File: src/rtl/mhbp_pkg.sv
// Shared types and codes for the header byte parser.
`default_nettype none

package mhbp_pkg;

	// Character codes
	localparam logic [7:0] CH_TAB   = 8'd9;
	localparam logic [7:0] CH_LF    = 8'd10;
	localparam logic [7:0] CH_VT    = 8'd11;
	localparam logic [7:0] CH_FF    = 8'd12;
	localparam logic [7:0] CH_CR    = 8'd13;
	localparam logic [7:0] CH_SP    = 8'd32;
	localparam logic [7:0] CH_COLON = 8'd58;
	localparam logic [7:0] CH_DEL   = 8'd127;

	// Byte tags
	localparam logic [1:0] KIND_IGNORED    = 2'd0;
	localparam logic [1:0] KIND_NAME_FIRST = 2'd1;
	localparam logic [1:0] KIND_NAME_MORE  = 2'd2;
	localparam logic [1:0] KIND_VALUE      = 2'd3;

	// Status codes
	localparam logic [1:0] STAT_RUNNING = 2'd0;
	localparam logic [1:0] STAT_ENDED   = 2'd1;
	localparam logic [1:0] STAT_FAILED  = 2'd2;

	// Error places
	localparam logic [1:0] PLACE_NONE  = 2'd0;
	localparam logic [1:0] PLACE_START = 2'd1;
	localparam logic [1:0] PLACE_NAME  = 2'd2;
	localparam logic [1:0] PLACE_BODY  = 2'd3;

	typedef struct packed {
		logic [7:0] data_byte;
		logic       restart;
	} in_item_t;

	typedef struct packed {
		logic [7:0] out_byte;
		logic [1:0] byte_kind;
		logic       commit_field;
		logic [1:0] status;
		logic [1:0] error_place;
	} out_item_t;

endpackage

`default_nettype wire

File: src/rtl/mhbp_tagger.sv
// Parser state machine and result register for the header byte parser.
`default_nettype none

module mhbp_tagger (
	input  wire logic                 clk,
	input  wire logic                 arst_n,
	input  wire logic                 advance,
	input  wire mhbp_pkg::in_item_t   item_s1,
	output mhbp_pkg::out_item_t       result_s2
);

	typedef enum logic [3:0] {
		ST_START     = 4'd0,
		ST_START_CR  = 4'd1,
		ST_NAME      = 4'd2,
		ST_NAME_SP   = 4'd3,
		ST_BODY0     = 4'd4,
		ST_BODY      = 4'd5,
		ST_BODY_CR   = 4'd6,
		ST_BODY_CRLF = 4'd7,
		ST_END_CR    = 4'd8,
		ST_END       = 4'd9,
		ST_FAIL1     = 4'd10,
		ST_FAIL2     = 4'd11,
		ST_FAIL3     = 4'd12
	} state_t;

	state_t              state_q;
	state_t              cur_state;
	state_t              next_state;
	logic [7:0]          c;
	logic                is_print;
	logic                is_blank;
	logic                is_space;
	logic                is_cr;
	logic                is_lf;
	logic                is_colon;
	logic [1:0]          kind;
	logic                commit;
	mhbp_pkg::out_item_t result;

	// Classify the byte
	always_comb begin
		c        = item_s1.data_byte;
		is_print = (c > mhbp_pkg::CH_SP) && (c < mhbp_pkg::CH_DEL);
		is_blank = (c == mhbp_pkg::CH_SP) || (c == mhbp_pkg::CH_TAB);
		is_space = (c == mhbp_pkg::CH_SP) || (c == mhbp_pkg::CH_TAB) ||
			(c == mhbp_pkg::CH_LF) || (c == mhbp_pkg::CH_VT) ||
			(c == mhbp_pkg::CH_FF) || (c == mhbp_pkg::CH_CR);
		is_cr    = (c == mhbp_pkg::CH_CR);
		is_lf    = (c == mhbp_pkg::CH_LF);
		is_colon = (c == mhbp_pkg::CH_COLON);
	end

	// Advance the parser by one byte
	always_comb begin
		cur_state  = item_s1.restart ? ST_START : state_q;
		next_state = cur_state;
		kind       = mhbp_pkg::KIND_IGNORED;
		commit     = 1'b0;
		case (cur_state)
			ST_START_CR: begin
				next_state = is_lf ? ST_END : ST_FAIL1;
			end
			ST_NAME: begin
				if (is_colon) next_state = ST_BODY0;
				else if (is_blank) next_state = ST_NAME_SP;
				else if (is_print) kind = mhbp_pkg::KIND_NAME_MORE;
				else next_state = ST_FAIL2;
			end
			ST_NAME_SP: begin
				if (is_colon) next_state = ST_BODY0;
				else if (!is_blank) next_state = ST_FAIL2;
			end
			ST_BODY0: begin
				if (is_cr) next_state = ST_BODY_CR;
				else if (is_lf) next_state = ST_BODY_CRLF;
				else if (!is_space) begin
					kind       = mhbp_pkg::KIND_VALUE;
					next_state = ST_BODY;
				end
			end
			ST_BODY: begin
				if (is_cr) next_state = ST_BODY_CR;
				else if (is_lf) next_state = ST_BODY_CRLF;
				else kind = mhbp_pkg::KIND_VALUE;
			end
			ST_BODY_CR: begin
				next_state = is_lf ? ST_BODY_CRLF : ST_FAIL3;
			end
			ST_BODY_CRLF: begin
				// folded line keeps the value going, anything else closes the field
				if (is_blank) begin
					kind       = mhbp_pkg::KIND_VALUE;
					next_state = ST_BODY;
				end else begin
					commit = 1'b1;
					if (is_cr) next_state = ST_END_CR;
					else if (is_lf) next_state = ST_END;
					else if (is_print) begin
						kind       = mhbp_pkg::KIND_NAME_FIRST;
						next_state = ST_NAME;
					end else next_state = ST_FAIL3;
				end
			end
			ST_END_CR: begin
				next_state = is_lf ? ST_END : ST_FAIL3;
			end
			ST_END, ST_FAIL1, ST_FAIL2, ST_FAIL3: begin
				next_state = cur_state;
			end
			default: begin
				// header start, and any unreachable code behaves the same
				if (is_blank) next_state = ST_START;
				else if (is_print) begin
					kind       = mhbp_pkg::KIND_NAME_FIRST;
					next_state = ST_NAME;
				end else if (is_cr) next_state = ST_START_CR;
				else if (is_lf) next_state = ST_END;
				else next_state = ST_FAIL1;
			end
		endcase
	end

	// Build the result from the new state
	always_comb begin
		result.out_byte     = c;
		result.byte_kind    = kind;
		result.commit_field = commit;
		result.status       = mhbp_pkg::STAT_RUNNING;
		result.error_place  = mhbp_pkg::PLACE_NONE;
		case (next_state)
			ST_END: begin
				result.status = mhbp_pkg::STAT_ENDED;
			end
			ST_FAIL1: begin
				result.status      = mhbp_pkg::STAT_FAILED;
				result.error_place = mhbp_pkg::PLACE_START;
			end
			ST_FAIL2: begin
				result.status      = mhbp_pkg::STAT_FAILED;
				result.error_place = mhbp_pkg::PLACE_NAME;
			end
			ST_FAIL3: begin
				result.status      = mhbp_pkg::STAT_FAILED;
				result.error_place = mhbp_pkg::PLACE_BODY;
			end
			default: begin
				result.status      = mhbp_pkg::STAT_RUNNING;
				result.error_place = mhbp_pkg::PLACE_NONE;
			end
		endcase
	end

	// Hold state and result; advance on each transfer into the result stage
	always_ff @(posedge clk or negedge arst_n) begin
		if (!arst_n) begin
			state_q   <= ST_START;
			result_s2 <= '0;
		end else if (advance) begin
			state_q   <= next_state;
			result_s2 <= result;
		end
	end

endmodule

`default_nettype wire

File: src/rtl/mime_header_byte_parser_core.sv
// Top level of the header byte parser: input register, handshake and tagger.
//
// Usage:
//   Header bytes enter on the in channel (in_valid, in_stall, in_data) and
//   one tagged result per byte leaves on the out channel (out_valid,
//   out_stall, out_data). A transfer happens at a rising edge where valid
//   is high and stall is low.
//   A byte transferred in is held first in the input register and then in
//   the result register, from which it is offered as a result.
//   Throughput: one byte per cycle while out_stall is low; the parser state
//   advances through combinational logic between the input register and
//   the result register.
//   Reset (arst_n low) empties both stages and returns the parser to the
//   header start state. Setting restart on a byte returns the parser to
//   header start before that byte is handled, clearing any ended or failed
//   status.
//   When the receiver stalls, the result register holds its item and the
//   input register keeps one more byte; in_stall rises only once both are
//   full, so no byte is dropped or repeated.
`default_nettype none

module mime_header_byte_parser_core (
	input  wire logic                  clk,
	input  wire logic                  arst_n,
	input  wire logic                  in_valid,
	output logic                       in_stall,
	input  wire mhbp_pkg::in_item_t    in_data,
	output logic                       out_valid,
	input  wire logic                  out_stall,
	output mhbp_pkg::out_item_t        out_data
);

	logic               in_v_s1;
	mhbp_pkg::in_item_t item_s1;
	logic               out_v_s2;
	logic               s2_open;
	logic               advance;
	logic               in_take;

	// Result stage can load when empty or when its item leaves now
	assign s2_open  = !out_v_s2 || !out_stall;
	assign advance  = in_v_s1 && s2_open;
	assign in_stall = in_v_s1 && !s2_open;
	assign in_take  = in_valid && !in_stall;

	// Input register
	always_ff @(posedge clk or negedge arst_n) begin
		if (!arst_n) begin
			in_v_s1 <= 1'b0;
		end else if (in_take) begin
			in_v_s1 <= 1'b1;
		end else if (advance) begin
			in_v_s1 <= 1'b0;
		end
	end

	always_ff @(posedge clk) begin
		if (in_take) begin
			item_s1 <= in_data;
		end
	end

	// Result stage valid
	always_ff @(posedge clk or negedge arst_n) begin
		if (!arst_n) begin
			out_v_s2 <= 1'b0;
		end else if (s2_open) begin
			out_v_s2 <= in_v_s1;
		end
	end

	mhbp_tagger u_tagger (
		.clk       (clk),
		.arst_n    (arst_n),
		.advance   (advance),
		.item_s1   (item_s1),
		.result_s2 (out_data)
	);

	assign out_valid = out_v_s2;

endmodule

`default_nettype wire
File: config.mk
export PLATFORM = sky130hd
export DESIGN_NAME = mime_header_byte_parser_core
export DESIGN_NICKNAME = d
export VERILOG_FILES = /design/src/rtl/mhbp_pkg.sv /design/src/rtl/mhbp_tagger.sv /design/src/rtl/mime_header_byte_parser_core.sv
export SDC_FILE = /design/constraint.sdc
export NUM_CORES = 1
export LEC_CHECK = 0
export BUFFER_PORTS_ARGS = -buffer_cell sky130_fd_sc_hd__buf_2
export CAP_MARGIN = 0
export CORE_MARGIN = 1.5
export CORE_UTILIZATION = 45
export CTS_BUF_LIST = sky130_fd_sc_hd__clkbuf_4
export DETAILED_ROUTE_END_ITERATION = 10
export PLACE_DENSITY_LB_ADDON = 0.1
export SETUP_SLACK_MARGIN = 0.02
export SYNTH_ARGS = -nofsm -noshare
export SYNTH_HDL_FRONTEND = slang
export SYNTH_SLANG_ARGS = --single-unit
export TNS_END_PERCENT = 10
File: constraint.sdc
create_clock -name clk -period 3.1 [get_ports clk]
set_input_delay 0 -clock clk [delete_from_list [all_inputs] [get_ports clk]]
set_output_delay 0 -clock clk [all_outputs]
set_load 0.01 [all_outputs]
## Word level (Yosys, flattened, before mapping)

Cells that the tools add are included.

- Bits in registers: 30
- Latch bits: 0
- Bits in writable memories: 0
- Memory bits (read-only): 0
- Input bits: 13
- Output and inout bits: 17
- Logic and storage cells: 95
- Memories: 0

- Add/subtract/negate cells: 0
- Multipliers: 0
- Divide/modulo/power cells: 0
- $lt $le $gt $ge: 2
- Equal/unequal tests: 23
- Shift-type cells: 0
- Muxes and demuxes: 42
- Bitwise logic cells: 0
- Reductions and logical operators: 18

Operators by type and width:

| operator | number |
|---|---|
| two-way mux 4 bit | 19 |
| == test 8 x 4 -> 1 bit (second input constant) | 5 |
| == test 4 bit (second input constant) | 9 |
| one-hot mux 4 bit (9 select lines) | 1 |
| two-way mux 2 bit | 12 |
| == test 4 x 3 -> 1 bit (second input constant) | 4 |
| == test 8 x 6 -> 1 bit (second input constant) | 2 |
| one-hot mux 2 bit (5 select lines) | 1 |
| == test 4 x 2 -> 1 bit (second input constant) | 2 |
| greater-than comparator 8 x 6 -> 1 bit (second input constant) | 1 |
| < comparator 8 x 7 -> 1 bit (second input constant) | 1 |
| OR reduction 8 bit | 1 |
| logical OR 1 bit | 6 |
| two-way mux 1 bit | 6 |
| one-hot mux 2 bit (3 select lines) | 1 |
| == test 4 x 1 -> 1 bit (second input constant) | 1 |
| logical AND 1 bit | 4 |
| logical NOT 1 bit | 4 |
| one-hot mux 2 bit (2 select lines) | 1 |
| OR reduction 4 bit | 1 |
| two-way mux 3 bit | 1 |
| OR reduction 3 bit | 1 |
| nonzero test 2 bit | 1 |

## Logic depth before layout (Yosys ltp)

Gate-level depths: netlist of the first run.

- Depth after elaboration: 13
- Mapped depth: 9
- Gate-level depth less buffers: 8

## Cells and area by module

From an unflattened synthesis of the first run, not the netlist that was laid out.

- Cells, all modules: 174
- Area, all modules: 1760.4 um^2

Modules (own cells, without submodules):

| module | times used | cells an instance | area an instance (um^2) | seq. area each (um^2) |
|---|---|---|---|---|
| mhbp_tagger | 1 | 157 | 1397.6 | 475.5 |
| mime_header_byte_parser_core | 1 | 17 | 362.8 | 320.3 |

## Worst setup path after synthesis of the first run

No wires, ideal clock.

- Path kind: reg-to-reg
- Start: register item_s1[7] (netlist name)
- End: register u_tagger.result_s2[0] (netlist bit)
- Library setup time: 0.122 ns
- Arrival: 2.170 ns
- Required time: 2.978 ns
- Setup slack: 0.808 ns
- Cell stages (with the launch flop): 8
- Buffers on the path: 0
- Period minus slack after synthesis: 2.292 ns
- Path through: edfxtp_1 > nor4_1 > nand3_1 > or3b_1 > a41oi_1 > a31oi_2 > mux2i_1 > a32o_1

- Cells in the longest elaborated chain, start to end: 12
- Elaborated cells between the ends (all ways): 40
- Those cells by class: order compare: 2; eq/ne: 10; mux: 22; reduce/logical: 6

Ends and longest elaborated chain:

| what | RTL line | RTL |
|---|---|---|
| parallel branches: the longest is 9 deep, another holds greater-than comparator 8 x 6 -> 1 bit | n/a |  |
| one-hot mux 4 bit (9 select lines) * | mhbp_tagger.sv:61 | `case (cur_state)` |
| == test 4 bit | mhbp_tagger.sv:132 | `case (next_state)` |
| one-hot mux 2 bit (3 select lines) * | mhbp_tagger.sv:132 |  |
| end signal, assigned | mhbp_tagger.sv:162 | `result_s2 <= result;` |
| end, declared | mhbp_tagger.sv:9 | `output mhbp_pkg::out_item_t result_s2` |

Every way passes the cells marked *.
A chain may end at the register's enable or synchronous reset.

## Worst setup path after layout of the first run

- Start: register item_s1[8] (netlist name)
- End: register u_tagger.result_s2[0] (netlist bit)

- Cells in the longest elaborated chain, start to end: 12
- Elaborated cells between the ends (all ways): 40
- Those cells by class: order compare: 2; eq/ne: 10; mux: 22; reduce/logical: 6

Ends and longest elaborated chain:

| what | RTL line |
|---|---|
| parallel branches: the longest is 9 deep, another holds greater-than comparator 8 x 6 -> 1 bit | n/a |
| one-hot mux 4 bit (9 select lines) * | mhbp_tagger.sv:61 |
| == test 4 bit | mhbp_tagger.sv:132 |
| one-hot mux 2 bit (3 select lines) * | mhbp_tagger.sv:132 |

Marked as above.

==> out/results.txt, run 1 <==
Async SR Flop Fraction: 70.0%
DIE AREA: 4220 um2
Ys Warns: 0
Clock share of power: 19.5%
# rows: 22
Count of final setup violators: 0
Gr ovfl total: 0
Root Driver: clkbuf_4
Post-Route Setup TNS: 0 ns
Peak supply drop: 257 uV
Post-synth EDFFs: 9
Max Slew Vio Count: 0
Post-Syn Instances: 172
P_int: 751 uW
Fmax: 386 MHz
Initial antenna violation count: 0
Die Y: 65.0 um
First-pass GRT wire length: 6580 um
Num CTS Buffers: 5
Worst Path Buf+Inv: 0
Leak: 0.000868 uW
Sequential Power Share: 48.2%
Wirelength per Cell: 14.5 um
Crit Path Max Fanout: 6
Layout cells sized above 1: 26.6%
FF/Latch Area: 796 um2
Worst skew pair latency: 0.34 ns
Mapped Avg Cell Area: 10.1 um2
Worst-margin pin slew: 0.539 ns
Final-layout worst hold slack: 0.139 ns
Sw Share: 36.8%
Vias in the first global route: 1384
Drt total wl: 3790 um
DRT iter0 DRCs: 66
Final worst-path cycle share: 83.6%
Worst slew margin: 63.5%
IO buf count: 29
Register area share after synthesis: 46.0%
CP peak stage delay: 0.48 ns
Antenna Cells: 0
Psw: 438 uW
Initial Util: 46.9%
Max-cap violations: 0
Via count: 1407
Kind of critical path: reg -> reg
Synth Net Count: 185
Worst path slowest cell: edfxtp_1
GP Congestion: 0.867
Multi-input gate area: 841 um2
Critical Path AT: 2.82 ns
PD cells: 579 nW/um2
Worst min path class: in -> async
Post-CTS resize count: 0
Cells along the critical path: nor4_1 -> nand3_1 -> or3b_1 -> a41oi_1 -> a31oi_2 -> mux2i_1 -> a32o_1
Final hold violation count: 0
Combinational Power Share: 32.3%
Final core utilization: 55.6%
Most common flop cell mapped by yosys: dfrtp_1
Count of different cell masters after synthesis: 52
I/O pins: 30
Crit path time final: 2.59 ns
Clk slew on worst S/H paths: 0.11 ns
Clk sinks: 30
Largest net degree at the start of global routing: 28
Post-DP HPWL: 2710 um
RSZ-0062 raised after global routing: no
Critical path data required time: 3.33 ns
Clock Tree Buf Depth: 2
Syn-to-layout area delta: 18.7%
Delay-heaviest family, CP: simple AND/OR/NAND/NOR gates
Status: finished clean
Die W: 65.0 um
CP Capture Type: flop
Antenna-violating nets left: 0
H-tree depth: 2
Synth Register Bits: 30
Total of fill cells in the finished design: 344
Number of remaining DRC errors: 0
CP Launch Type: flop
Vias per cell: 5.37
Core outline area: 3690 um2
TritonCTS clock tree: yes
Cell Area, Synth: 1730 um2
Place WS: 0.519 ns
Final net count: 226
Tot GR Track Use: 20.4%
Final worst setup slack: 0.508 ns
Setup Skew: 0.0185 ns
Pre-antenna DRT Iters: 5
==> synth_stat cells, types with 2 or more instances <==
cell type / n / area share [%]
a21oi_1: 4 / 1.2
o211a_1: 2 / 1.2
a31oi_1: 3 / 1.1
mux2i_1: 3 / 1.7
nand3_1: 6 / 1.7
nor3b_1: 3 / 1.3
nor2b_1: 5 / 1.8
buf_4: 2 / 0.87
o21ai_0: 13 / 3.8
o21ai_2: 2 / 1.0
nand2_1: 20 / 4.3
a32o_1: 2 / 1.2
nand3b_1: 2 / 0.87
edfxtp_1: 9 / 16
buf_6: 4 / 2.6
o31ai_1: 3 / 1.3
nor2_1: 13 / 2.8
dfrtp_1: 21 / 30
mux2_2: 7 / 4.6
nor4_1: 2 / 0.72
inv_1: 5 / 1.1
nor3_1: 6 / 1.7
nand2b_1: 6 / 2.2
==> power groups by stage <==
stage	clock network, uW	registers [uW]	logic, uW
2_1_floorplan	0	546	309
3_3_place_gp	0	577	365
3_5_place_dp	0	581	369
4_1_cts	240	572	385
5_1_grt	254	589	432
6_report	232	573	384
==> per-stage QoR <==
step | cell area [um2] | total power [uW] | instances
2_1_floorplan | 1730 | 854 | 172
3_3_place_gp | 1870 | 942 | 241
3_5_place_dp | 1870 | 950 | 241
4_1_cts | 2050 | 1200 | 262
5_1_grt | 2050 | 1270 | 262
6_report | 2050 | 1190 | 262
==> sequential cells by signal, summed over array words and instances, names as in the netlist <==
register,cells
out_valid,1
u_tagger.result_s2,15
in_v_s1,1
item_s1,9
u_tagger.state_q,4
==> final cells by class <==
cell class / count / share of cell area, %
Tap cell: 48 / 2.93
Inverter: 5 / 0.915
Timing Repair Buffer: 43 / 13.8
Clock buffer: 6 / 2.20
Multi-Input combinational cell: 128 / 41.0
Sequential cell: 30 / 38.8
Clock inverter: 2 / 0.427
==> final timing paths <==
check | start | end | depth (start not counted) | slack (ns)
setup / recovery | item_s1[8] | u_tagger.result_s2[0] | 7 | 0.51
hold / removal | arst_n | u_tagger.state_q[2] | 2 | 0.14
setup reg to reg | item_s1[8] | u_tagger.result_s2[0] | 7 | 0.51
hold reg to reg | u_tagger.result_s2[9] | u_tagger.result_s2[9] | 2 | 0.50
max in group asynchronous | arst_n | u_tagger.result_s2[8] | 2 | 2.62
min in group clk | in_data[3] | item_s1[3] | 2 | 0.38
==> cells in the final DEF (no fill, tap or decap), drive strengths merged, types with 3 or more instances in the layout <==
cell / n
buf: 30
dfrtp: 21
nand2: 21
o21ai: 16
nor2: 15
dlygate4sd3: 13
edfxtp: 9
mux2: 7
nand3: 7
nor3: 6
nand2b: 6
clkbuf: 6
inv: 5
nor2b: 5
a31oi: 5
a21oi: 4
nor3b: 3
mux2i: 3
o31ai: 3
nor4: 3
==> worst register-to-register path: cells and delay by family (launching register included) <==
family           cells  cell delay [ns]
multiplexers         1             0.16
flip-flops           1             0.48
AND/OR/NAND/NOR      3             1.21
AO/OA/AOI/OAI        3             0.62
==> what timing repair did <==
action / 4_1_cts / 5_1_grt
setup buffers: 0 / 0
hold buffers: 13 / 0
setup endpoints to repair: 0 / 0
hold endpoints to repair: 32 / 0
==> per-layer routing <==
| metal | vias up | part of all wire [%] | track usage, % |
|---|---|---|---|
| met1 | 650 | 45 | 25.9 |
| li1 | 710 | - | - |
| met3 | 4 | 4.1 | 5.38 |
| met5 | - | 0 | 0 |
| met4 | 0 | 0.90 | 6.12 |
| met2 | 43 | 50 | 33.9 |
==> logic make-up after synthesis <==
family	Yosys count	share of synthesized area, %
and+or+nand+nor	79	25.4
xor gates and xnor gates	1	0.507
DFF	30	46.0
muxes	10	6.30
AOI/OAI and AO/OA	38	16.4
buffers and inverters	14	5.35
No activity file was read; power rests on OpenSTA's default activity.
==> inputs of run 2 (changes only) <==
Clock period 3.1 ns to 2.1 ns, I/O delays scaled along.
==> run 2 against run 1 <==
The flow now finishes with violations (negative setup slack). Non-clock buffer count is 43 higher. Clock skew is 0.0096 ns lower. Critical path depth is 2 higher.
==> out/results.txt, run 2 (synthesis gave the netlist of run 1 again) <==
Status: finished with violations
Violated checks: negative setup slack
CP Capture Type: flop
Biggest regs: u_tagger.result_s2: 15 flops, item_s1: 9 flops, u_tagger.state_q: 4 flops
Max Slew Vio Count: 0
R2r worst-path depth: 9
Final worst setup slack: -0.183 ns
Max reg flops: 15
TritonCTS clock tree: yes
Clock Tree Buf Depth: 2
Leak: 0.00109 uW
R2r endpoint: u_tagger.result_s2[0]
Largest net degree at the start of global routing: 28
Crit Path Max Fanout: 5
CP Launch Type: flop
Final core utilization: 66.2%
Root Driver: clkbuf_4
Vias in the first global route: 1598
Fmax: 438 MHz
# rows: 22
Final hold violation count: 0
First-pass GRT wire length: 7310 um
I/O pins: 30
Syn-to-layout area delta: 41.2%
Number of remaining DRC errors: 0
Critical Path AT: 2.51 ns
Total of fill cells in the finished design: 322
Drt total wl: 4340 um
Via count: 1616
Fin cells: 305
Peak supply drop: 509 uV
Post-DP HPWL: 3100 um
RSZ-0062 raised after global routing: yes
Initial antenna violation count: 0
Core outline area: 3690 um2
Tot GR Track Use: 22.8%
Gr ovfl total: 0
Kind of critical path: reg -> reg
Clk slew on worst S/H paths: 0.10 ns
Reg-to-Reg Start: item_s1[7]
Worst-margin pin slew: 0.463 ns
Wirelength per Cell: 14.2 um
Worst skew pair latency: 0.33 ns
Die W: 65.0 um
Pre-antenna DRT Iters: 4
Commonest non-fill, non-tap cell in the layout: buf_4
Max-cap violations: 0
Layout cells sized above 1: 41.2%
Num CTS Buffers: 5
GP Congestion: 0.963
DP Cell Count: 280
Antenna-violating nets left: 0
DIE AREA: 4220 um2
Critical path data required time: 2.33 ns
Commonest non-fill, non-tap cells in the layout: buf_4 (44), buf_2 (29), dfrtp_1 (21)
Antenna Cells: 0
PD cells: 789 nW/um2
Clk sinks: 30
Final net count: 269
Initial Util: 46.9%
Worst min path class: in -> async
Count of final setup violators: 7
Vias per cell: 5.30
Final worst-path cycle share: 109%
H-tree depth: 2
Top reg by flops: u_tagger.result_s2
Setup Skew: 0.00886 ns
Power after layout: 1930 uW
IO buf count: 29
R2R setup slack: -0.18 ns
DRT iter0 DRCs: 91
Worst slew margin: 69.1%
Die Y: 65.0 um
Crit path time final: 2.28 ns
## run 2: what timing repair did
action	4_1_cts	5_1_grt
endpoints found under the setup margin	8	9
gates resized for setup	2	2
pin swaps	7	1
hold buffers	13	0
endpoints found under the hold margin	32	0
buffers inserted	1	3
## run 2: final cells by class
| type | instances | area [um2] | share of cell area [%] |
|---|---|---|---|
| flip-flops and latches | 30 | 796 | 32.6 |
| multi-input cells | 128 | 910 | 37.2 |
| clock inverters | 3 | 15.0 | 0.615 |
| inverters | 5 | 18.8 | 0.768 |
| clock buffers | 5 | 37.5 | 1.54 |
| repair buffers | 86 | 606 | 24.8 |
| well taps | 48 | 60.1 | 2.46 |
## run 2: worst max-delay path by stage
stage / start / to / depth (start not counted)
2_1_floorplan: item_s1[8] / u_tagger.result_s2[0] / 7
3_3_place_gp: item_s1[7] / u_tagger.result_s2[2] / 8
3_5_place_dp: item_s1[7] / u_tagger.result_s2[1] / 8
4_1_cts: item_s1[8] / u_tagger.result_s2[1] / 8
5_1_grt: item_s1[7] / u_tagger.result_s2[0] / 9
6_report: item_s1[7] / u_tagger.result_s2[0] / 9
## run 2: worst max-delay path, cell delays in order, from the launching register on
cell and delay, ns:
edfxtp_1 0.47, or4_4 0.53, nor2_4 0.12, a211oi_2 0.10
buf_4 0.15, nand3_2 0.06, a41oi_2 0.15, a31oi_4 0.25
mux2i_1 0.11, a32o_1 0.25
## run 2: power breakdown
group,switching [uW],internal (uW),total (uW)
Sequential,81.1,707,788
Clock,205,125,330
Combinational,410,400,810
## run 2: routing by layer
metal	global-route usage, %	vias up	share of wire, %
li1	-	799	-
met1	26.3	780	42
met2	41.1	33	54
met3	6.08	4	3.7
met4	6.91	0	0.74
met5	0	-	0
## run 2: through the flow
stage	cell area, um2	hold slack [ns]	setup slack [ns]	setup TNS, ns
6_report	2440	0.146	-0.183	-0.785
5_1_grt	2440	0.155	-0.284	-1.66
4_1_cts	2400	0.146	-0.157	-0.423
3_5_place_dp	2210	-0.0218	-0.172	-0.595
3_3_place_gp	2210	-0.0378	-0.136	-0.343
2_1_floorplan	1770	-0.296	-0.0933	-0.216
